==> src/rtl/brfc_pkg.sv <==
// Shared types and constants of the bisection root finder for x^3 - x - 1.
package brfc_pkg;

  localparam int unsigned DATA_W = 32;
  localparam int unsigned PREC_W = 31;
  localparam int unsigned IDX_W  = 6;
  localparam int unsigned KIND_W = 3;

  // Result beat kinds
  typedef enum logic [KIND_W-1:0] {
    KIND_ROW       = 3'd0,
    KIND_ROOT      = 3'd1,
    KIND_BAD_RANGE = 3'd2,
    KIND_A_ROOT    = 3'd3,
    KIND_B_ROOT    = 3'd4,
    KIND_NO_STEPS  = 3'd5
  } kind_e;

  // Which operand the cubic unit evaluates
  typedef enum logic [1:0] {
    EV_A,
    EV_B,
    EV_M
  } eval_sel_e;

  // Source of the midpoint / f_mid pair in a result beat
  typedef enum logic [1:0] {
    MID_ZERO,
    MID_A,
    MID_B,
    MID_M
  } mid_sel_e;

  // Source of step_index in a result beat
  typedef enum logic [1:0] {
    IDX_ZERO,
    IDX_STEP,
    IDX_TOTAL
  } idx_sel_e;

  // Controller to datapath
  typedef struct packed {
    logic      load;
    logic      eval_go;
    eval_sel_e eval_sel;
    logic      take_int_steps;
    logic      search_init;
    logic      search_step;
    logic      take_search_steps;
    logic      first_step;
    logic      next_step;
    logic      mid;
    logic      update;
    logic      emit;
    kind_e     kind;
    mid_sel_e  mid_sel;
    idx_sel_e  idx_sel;
  } ctrl_cmd_t;

  // Datapath to controller
  typedef struct packed {
    logic eval_done;
    logic fa_zero;
    logic fb_zero;
    logic same_sign;
    logic frac_zero;
    logic search_stop;
    logic steps_zero;
    logic last_step;
    logic out_free;
  } dp_status_t;

endpackage

==> src/rtl/brfc_ctrl.sv <==
// Controller: sequences the endpoint checks, step search and bisection steps.
module brfc_ctrl (
  input  logic                 clk_i,
  input  logic                 rst_ni,
  input  logic                 in_valid_i,
  output logic                 in_ready_o,
  input  brfc_pkg::dp_status_t status_i,
  output brfc_pkg::ctrl_cmd_t  cmd_o
);
  import brfc_pkg::*;

  typedef enum logic [3:0] {
    S_IDLE,
    S_EVAL_A,
    S_WAIT_A,
    S_EVAL_B,
    S_WAIT_B,
    S_CHECK,
    S_SEARCH,
    S_STEPS,
    S_MID,
    S_EVAL_M,
    S_WAIT_M,
    S_ROW,
    S_FINAL,
    S_END
  } state_e;

  state_e state_q, state_d;
  kind_e  end_kind_q, end_kind_d;

  assign in_ready_o = (state_q == S_IDLE);

  // next state and command decode
  always_comb begin
    state_d    = state_q;
    end_kind_d = end_kind_q;
    cmd_o      = '0;
    cmd_o.eval_sel = EV_M;
    cmd_o.kind     = KIND_ROW;
    cmd_o.mid_sel  = MID_ZERO;
    cmd_o.idx_sel  = IDX_ZERO;
    case (state_q)
      S_IDLE: begin
        if (in_valid_i) begin
          cmd_o.load = 1'b1;
          state_d    = S_EVAL_A;
        end
      end
      S_EVAL_A: begin
        cmd_o.eval_go  = 1'b1;
        cmd_o.eval_sel = EV_A;
        state_d        = S_WAIT_A;
      end
      S_WAIT_A: begin
        if (status_i.eval_done) state_d = S_EVAL_B;
      end
      S_EVAL_B: begin
        cmd_o.eval_go  = 1'b1;
        cmd_o.eval_sel = EV_B;
        state_d        = S_WAIT_B;
      end
      S_WAIT_B: begin
        if (status_i.eval_done) state_d = S_CHECK;
      end
      S_CHECK: begin
        if (status_i.same_sign) begin
          end_kind_d = KIND_BAD_RANGE;
          state_d    = S_END;
        end else if (status_i.fa_zero) begin
          end_kind_d = KIND_A_ROOT;
          state_d    = S_END;
        end else if (status_i.fb_zero) begin
          end_kind_d = KIND_B_ROOT;
          state_d    = S_END;
        end else if (status_i.frac_zero) begin
          cmd_o.take_int_steps = 1'b1;
          state_d              = S_STEPS;
        end else begin
          cmd_o.search_init = 1'b1;
          state_d           = S_SEARCH;
        end
      end
      S_SEARCH: begin
        if (status_i.search_stop) begin
          cmd_o.take_search_steps = 1'b1;
          state_d                 = S_STEPS;
        end else begin
          cmd_o.search_step = 1'b1;
        end
      end
      S_STEPS: begin
        if (status_i.steps_zero) begin
          end_kind_d = KIND_NO_STEPS;
          state_d    = S_END;
        end else begin
          cmd_o.first_step = 1'b1;
          state_d          = S_MID;
        end
      end
      S_MID: begin
        cmd_o.mid = 1'b1;
        state_d   = S_EVAL_M;
      end
      S_EVAL_M: begin
        cmd_o.eval_go  = 1'b1;
        cmd_o.eval_sel = EV_M;
        state_d        = S_WAIT_M;
      end
      S_WAIT_M: begin
        if (status_i.eval_done) state_d = S_ROW;
      end
      S_ROW: begin
        // row shows the interval before this step's update
        if (status_i.out_free) begin
          cmd_o.emit    = 1'b1;
          cmd_o.kind    = KIND_ROW;
          cmd_o.mid_sel = MID_M;
          cmd_o.idx_sel = IDX_STEP;
          cmd_o.update  = 1'b1;
          if (status_i.last_step) begin
            state_d = S_FINAL;
          end else begin
            cmd_o.next_step = 1'b1;
            state_d         = S_MID;
          end
        end
      end
      S_FINAL: begin
        if (status_i.out_free) begin
          cmd_o.emit    = 1'b1;
          cmd_o.kind    = KIND_ROOT;
          cmd_o.mid_sel = MID_M;
          cmd_o.idx_sel = IDX_TOTAL;
          state_d       = S_IDLE;
        end
      end
      S_END: begin
        if (status_i.out_free) begin
          cmd_o.emit = 1'b1;
          cmd_o.kind = end_kind_q;
          case (end_kind_q)
            KIND_A_ROOT: cmd_o.mid_sel = MID_A;
            KIND_B_ROOT: cmd_o.mid_sel = MID_B;
            default:     cmd_o.mid_sel = MID_ZERO;
          endcase
          state_d = S_IDLE;
        end
      end
      default: state_d = S_IDLE;
    endcase
  end

  // state registers
  always_ff @(posedge clk_i or negedge rst_ni) begin
    if (!rst_ni) begin
      state_q    <= S_IDLE;
      end_kind_q <= KIND_ROW;
    end else begin
      state_q    <= state_d;
      end_kind_q <= end_kind_d;
    end
  end

endmodule

==> config.mk <==
export PLATFORM = sky130hd
export DESIGN_NAME = brfc_ctrl
export DESIGN_NICKNAME = d
export VERILOG_FILES = /design/src/rtl/brfc_pkg.sv /design/src/rtl/brfc_ctrl.sv
export SDC_FILE = /design/constraint.sdc
export NUM_CORES = 1
export LEC_CHECK = 0
export BUFFER_PORTS_ARGS = -buffer_cell sky130_fd_sc_hd__buf_4
export CORE_AREA = 10 10 54 56
export DETAILED_ROUTE_END_ITERATION = 7
export DIE_AREA = 0 0 64 66
export GPL_TIMING_DRIVEN = 0
export PLACE_DENSITY_LB_ADDON = 0.15
export SLEW_MARGIN = 25
export SYNTH_ARGS = -nofsm -noshare
export SYNTH_HDL_FRONTEND = slang
export SYNTH_SLANG_ARGS = --single-unit
export TNS_END_PERCENT = 5
==> constraint.sdc <==
create_clock -name clk_i -period 1.6 [get_ports clk_i]
set_input_delay 0.08 -clock clk_i [delete_from_list [all_inputs] [get_ports clk_i]]
set_output_delay 0.08 -clock clk_i [all_outputs]
set_load 0.01 [all_outputs]
# Yosys cells after proc, flatten, opt, wreduce, memory -nomap -nowiden
# Cells that the tools add are included.
# W data, S select, Z words.
# word_totals
register_bits,7
latchBits,0
ram_bits,0
mem_bits_ro,0
in_bits,12
output_inout_bits,21
wordCells,75
n_memories,0
# op_classes
add_sub_neg,0
mul,0
div_mod_pow,0
order_cmp,0
eq_ne,24
shifts,0
mux,44
bitwise,0
reduce_logical,5
# ops
cell,n
$pmux W4 S13,1
$mux W4,10
$eq A4 B4 Y1 const B,6
$mux W3,6
$pmux W6 S3,1
$eq A4 B3 Y1 const B,4
$mux W1,14
$ne A2 B2 Y1 const B,7
$mux W2,5
$mux W9,1
$pmux W3 S3,1
$eq A4 B2 Y1 const B,2
$mux W8,1
$pmux W2 S2,2
$reduce_and A7 Y1,1
$mux W6,1
$pmux W3 S2,1
$eq A4 B1 Y1 const B,1
$logic_not A4 Y1,1
$ne A4 B4 Y1 const B,1
$eq A3 B2 Y1 const B,1
$eq A3 B3 Y1 const B,1
$reduce_and A3 Y1,1
$ne A2 B1 Y1 const B,1
other kinds (2),2

# Logic depth before layout (Yosys ltp)
# Gate-level depths: netlist of run 1.
# logic_depth
ltp_word,5
mapped_depth,5
depth_no_buf,4

# Worst setup path after synthesis of run 1
# OpenSTA, ideal clock, no wires.
# synth_path
path_type,register -> output
startpoint,register state_q[3]
endpoint,output cmd_o[19] (netlist name)
arrival_time_ns,1.400
required_ns,1.520
slack_ns,0.120
stages_incl_launch_ff,5
cell_sequence,dfrtp_1 -> buf_4 -> clkbuf_1 -> nor4_1 -> and2_1
# synth_lines
item,line,rtl
start: declaration,brfc_ctrl.sv:29,"state_e state_q, state_d;"
start signal: assignment,brfc_ctrl.sv:160,state_q <= state_d;
end: declaration,brfc_ctrl.sv:8,output brfc_pkg::ctrl_cmd_t cmd_o

==> results.py, run 1 <==
metrics = {
    "critical_path": {
        "critPathMaxFanout": 6,
        "arrival_ns": 1.57,
        "worst-r2r-setup-slack_ns": -0.03,
        "critPathTopFamily": "flip-flops",
        "reg2reg_from": "state_q[3]",
        "critPathMaxStageDelay_ns": 0.45,
        "required_ns": 1.52,
        "crit_slowest_cell": "dfrtp_2",
        "startpoint_type": "flop",
        "crit_chain": "buf_8 -> nor2_4 -> a21oi_2 -> or2_1 -> o41ai_2 -> buf_4",
        "cp_num_buf_inv": 2,
        "crit_type": "reg -> out",
        "cp-startpoint": "state_q[1]",
        "worstSetupEndpointType": "output pin",
    },
    "synthesis": {
        "synthTopCellsByCount": "nor2_1 (10), dfrtp_1 (7), nand2_1 (7)",
        "synth.most_common_cell": "nor2_1",
        "syn_avg_cell_area_um2": 8.26,
        "yosysSeqAreaShare": 0.244,
        "syn_nets": 99,
        "ys_warn_count": 0,
        "async_flop_share": 1.00,
        "synth_ff_type": "dfrtp_1",
        "synth.distinct_cells": 43,
        "synth_edf_count": 0,
        "synth_area_leaders": "dfrtp_1 (24%), nor2_1 (5.2%), nor3_1 (4.2%)",
        "syn_inst": 87,
        "syn_area_um2": 718,
        "yosysTopAreaCellShare": 0.244,
        "ys_seq_elements": 7,
        "synth_top_cell_by_area": "dfrtp_1",
    },
    "clock_tree": {
        "clock-root-buffer": "clkbuf_4",
        "clock-sinks": 7,
        "htree_levels": 1,
        "clk_pin_slew_ns": 0.05,
        "cts_buffers": 3,
        "cts_tree": "built",
        "clockBufferDepth": 2,
        "insertion_delay_ns": 0.25,
    },
    "global_route": {
        "grt_use_total": 0.128,
        "first_global_vias": 921,
        "grt_pass1_wl_mm": 4.44,
        "grt_max_degree": 11,
        "grt-ovfl-total": 0,
        "antenna_found_initial": 0,
    },
    "final_layout": {
        "final_util": 0.682,
        "multiInputGateArea_um2": 579,
        "fin_cells": 167,
        "fillers": 161,
        "regArea_um2": 178,
        "drive_gt1_frac": 0.607,
        "design_area_um2": 1300,
        "antenna_cells": 0,
        "area_growth_syn_to_layout_pct": 80.5,
        "nets": 153,
    },
    "placement": {
        "io_buffers": 32,
        "place_congestion": 0.830,
        "dp_cells": 146,
        "post-dp-hpwl_mm": 1.91,
        "dp_slack_ns": 0.0479,
        "post_dp_cell_area_um2": 992,
    },
    "floorplan": {
        "coreArea_um2": 1900,
        "dieArea_um2": 4220,
        "io_pins": 33,
        "die_w_um": 64,
        "start_util": 0.378,
        "fp.dieH_um": 66,
        "rows": 16,
    },
    "routing": {
        "ant_nets": 0,
        "route.detailed.drc": 0,
        "vias": 912,
        "wl_per_cell_um": 17.7,
        "firstDrtPassIters": 4,
        "via_per_inst": 5.46,
        "totalWireLength_mm": 2.96,
        "drtIter0Drc": 33,
    },
    "job": {
        "drv_cap": 0,
    },
    "sta": {
        "fmax_ghz": 0.607,
        "hold_ws_ns": 0.181,
        "min_period_ns": 1.65,
        "fin_crit_sh": 1.03,
        "clock_skew_ns": 0.000723,
        "worst_pin_slew_ns": 0.436,
        "hold_viol_final": 0,
        "rsz0062_at_grt": "true",
        "relSlewSlack": 0.709,
        "setup_violations": 6,
        "slew_viol_final": 0,
        "setup_slack_ns": -0.0472,
        "setup_tns_ns": -0.157,
    },
    "pwr": {
        "p_leak_nw": 0.622,
        "ir_drop_uv": 1390,
        "p_per_area_nw_per_um2": 1900,
        "p_total_mw": 2.47,
    },
    "outcome": {
        "status": "complete, but fails checks",
        "violations": "negative setup slack",
    },
    "hold_path": {
        "holdCritPathClass": "in -> async",
    },
}
==> final cells by class <==
cell class              count  share of cell area
clock buffers               4              0.0203
well taps                  27              0.0261
plain buffers               6              0.0521
inverters                   8              0.0251
repair buffers             49               0.292
multi-input cells          66               0.447
flip-flops and latches      7               0.137
==> flip-flops by register name, indices dropped and copies added (netlist names) <==
name        flops
end_kind_q      3
state_q         4
==> path summary, 6_finish.rpt <==
check,endpoint,depth (start not counted)
worst max-delay path,cmd_o[2],6
worst min-delay path,state_q[0],2
worst max register to register,state_q[3],6
worst min register to register,end_kind_q[2],1
max in group asynchronous,state_q[1],2
min in group clk_i,end_kind_q[1],3
==> logic make-up after synthesis <==
family                 after synthesis  share of synthesized area
AND/OR/NAND/NOR                     42                      0.328
AO/OA/AOI/OAI                       20                      0.261
buffers and inverters               14                     0.0958
flip-flops                           7                      0.244
multiplexers                         4                     0.0714
==> layout by cell type (no fill, tap or decap), types with 2 or more instances in the layout <==
master / instances
buf_4: 44
nor2_1: 8
inv_1: 6
buf_6: 5
clkbuf_4: 5
nand2_1: 5
nor3_1: 5
dfrtp_1: 5
buf_8: 2
nand2_2: 2
nor2_4: 2
and3b_1: 2
or2_1: 2
nor4_2: 2
o21ai_2: 2
a221oi_1: 2
o211ai_2: 2
mux2_4: 2
o21ai_0: 2
dfrtp_2: 2
==> power by group <==
part           switching, mW  internal (mW)  total (mW)
clock                 0.0666         0.0953       0.162
combinational          0.939          0.965        1.90
sequential             0.122          0.278       0.401
total                   1.13           1.34        2.47
==> routing by layer <==
metal	global-route usage	vias up	routed length [um]
met3	0.0339	4	203
met2	0.206	35	1480
li1	-	423	-
met4	0.0874	0	53
met1	0.145	450	1220
met5	0	-	0
==> repair_timing <==
item | in CTS | in global routing
gates resized for setup | 17 | 21
buffers inserted | 9 | 7
gates cloned | 0 | 0
hold endpoints to repair | 7 | 0
hold buffers | 1 | 0
endpoints found under the setup margin | 7 | 13
pin swaps | 2 | 5
(Power assumes the default switching activity.)
==> run 2: changes to the inputs <==
--- a/config.mk
+++ b/config.mk
@@ -10,7 +10,7 @@
 export DETAILED_ROUTE_END_ITERATION = 7
 export DIE_AREA = 0 0 64 66
 export GPL_TIMING_DRIVEN = 0
-export PLACE_DENSITY_LB_ADDON = 0.15
+export PLACE_DENSITY_LB_ADDON = 0.3
 export SLEW_MARGIN = 25
 export SYNTH_ARGS = -nofsm -noshare
 export SYNTH_HDL_FRONTEND = slang
==> results.py, run 2 (synthesized netlist as in run 1, its figures left out) <==
metrics = {
    "placement": {
        "dp_cells": 146,
        "place_congestion": 0.782,
        "post_dp_cell_area_um2": 992,
        "post-dp-hpwl_mm": 1.78,
        "dp_slack_ns": 0.0523,
        "io_buffers": 32,
    },
    "critical_path": {
        "startpoint_type": "flop",
        "crit_type": "reg -> out",
        "cp_num_buf_inv": 3,
        "critPathMaxStageDelay_ns": 0.34,
        "critPathTopFamily": "buffers and inverters",
        "worstSetupEndpointType": "output pin",
        "required_ns": 1.52,
        "r2r-end": "state_q[3]",
        "reg2reg_from": "state_q[2]",
        "arrival_ns": 1.56,
        "crit_slowest_cell": "dfrtp_1",
        "worst-r2r-setup-slack_ns": 0.01,
        "crit_chain": "buf_6 -> clkbuf_4 -> nand2_1 -> o41ai_2 -> buf_4",
        "r2r_cells": 6,
        "critPathMaxFanout": 10,
    },
    "sta": {
        "setup_slack_ns": -0.0356,
        "rsz0062_at_grt": "true",
        "fin_crit_sh": 1.02,
        "worst_pin_slew_ns": 0.412,
        "relSlewSlack": 0.723,
        "min_period_ns": 1.64,
        "hold_viol_final": 0,
        "fmax_ghz": 0.611,
        "setup_violations": 1,
        "hold_ws_ns": 0.148,
        "setup_tns_ns": -0.0356,
        "slew_viol_final": 0,
        "clock_skew_ns": 0.00523,
    },
    "hold_path": {
        "min_to": "end_kind_q[0]",
        "whs_path_depth": 3,
        "holdCritPathClass": "in -> reg",
        "min_from": "status_i[7]",
    },
    "outcome": {
        "status": "complete, but fails checks",
        "violations": "negative setup slack",
    },
    "final_layout": {
        "drive_gt1_frac": 0.586,
        "nets": 146,
        "final_util": 0.634,
        "regMostFlops": "state_q",
        "design_area_um2": 1210,
        "fin_cells": 160,
        "reg_top3": "state_q (4), end_kind_q (3)",
        "final_cell_mix": "buf_4 (40), nand2_1 (7), nor2_1 (7)",
        "final_common_cell": "buf_4",
        "largest_reg_flops": 4,
        "antenna_cells": 0,
        "area_growth_syn_to_layout_pct": 67.9,
    },
    "routing": {
        "wl_per_cell_um": 15.5,
        "via_per_inst": 5.46,
        "ant_nets": 0,
        "totalWireLength_mm": 2.48,
        "route.detailed.drc": 0,
        "drtIter0Drc": 35,
        "vias": 873,
        "firstDrtPassIters": 4,
    },
    "global_route": {
        "first_global_vias": 860,
        "grt_pass1_wl_mm": 3.99,
        "grt-ovfl-total": 0,
        "grt_use_total": 0.114,
        "grt_max_degree": 11,
        "antenna_found_initial": 0,
    },
    "clock_tree": {
        "clk_pin_slew_ns": 0.06,
        "cts_buffers": 3,
        "htree_levels": 1,
        "clock-root-buffer": "clkbuf_4",
        "insertion_delay_ns": 0.26,
        "clockBufferDepth": 2,
        "cts_tree": "built",
        "clock-sinks": 7,
    },
    "floorplan": {
        "rows": 16,
        "die_w_um": 64,
        "fp.dieH_um": 66,
        "coreArea_um2": 1900,
        "dieArea_um2": 4220,
        "start_util": 0.378,
        "io_pins": 33,
    },
    "pwr": {
        "p_per_area_nw_per_um2": 1840,
        "switching_share": 0.452,
        "ir_drop_uv": 942,
        "intPower_mw": 1.22,
        "seqPwrFrac": 0.171,
        "p_leak_nw": 0.578,
        "pwr-share-clk": 0.075,
        "power.switching_mw": 1.00,
        "combPwrFrac": 0.754,
        "p_total_mw": 2.22,
    },
    "job": {
        "drv_cap": 0,
    },
}
[run 2: repair_timing]
item | 4_1_cts | 5_1_grt
pin swaps | 4 | 3
hold buffers | 1 | 0
resized for setup | 22 | 8
setup endpoints to repair | 7 | 14
buffers inserted | 8 | 1
endpoints found under the hold margin | 7 | 0
[run 2: final cells by class]
cell class              instances  area (um2)
fillers                       167         696
plain buffers                   6        63.8
flip-flops and latches          7         178
repair buffers                 42         322
well taps                      27        33.8
multi-input cells              66         553
inverters                       8        30.0
clock buffers                   4        26.3
[run 2: tightest hold or removal path, stage by stage]
cell	delay, ns
buf_4	0.13
nand2b_1	0.07
a31oi_1	0.08
[run 2: routing by layer]
layer / up-vias / GRT usage / share of wire / routed length (um)
li1: 410 / - / - / -
met2: 45 / 0.204 / 0.52 / 1300
met1: 414 / 0.117 / 0.35 / 871
met3: 4 / 0.0492 / 0.11 / 272
met4: 0 / 0.0355 / 0.015 / 36
met5: - / 0 / 0 / 0
[run 2: worst max-delay path by stage]
stage                from   endpoint  slack, ns  depth (start not counted)
6_report       state_q[3]   cmd_o[2]      -0.04                          5
2_1_floorplan  state_q[3]  cmd_o[19]       0.12                          4
3_3_place_gp   state_q[1]   cmd_o[2]       0.06                          5
3_5_place_dp   state_q[1]   cmd_o[2]       0.05                          5
5_1_grt        state_q[2]   cmd_o[2]      -0.08                          6
4_1_cts        state_q[1]   cmd_o[3]     -0.003                          6
[run 2: power groups by stage]
stage,clock network [mW],logic (mW),registers (mW)
floorplan,0,0.915,0.338
global placement,0,1.24,0.362
detailed placement,0,1.25,0.364
CTS,0.170,1.57,0.363
global route,0.179,1.81,0.394
finish,0.166,1.67,0.379
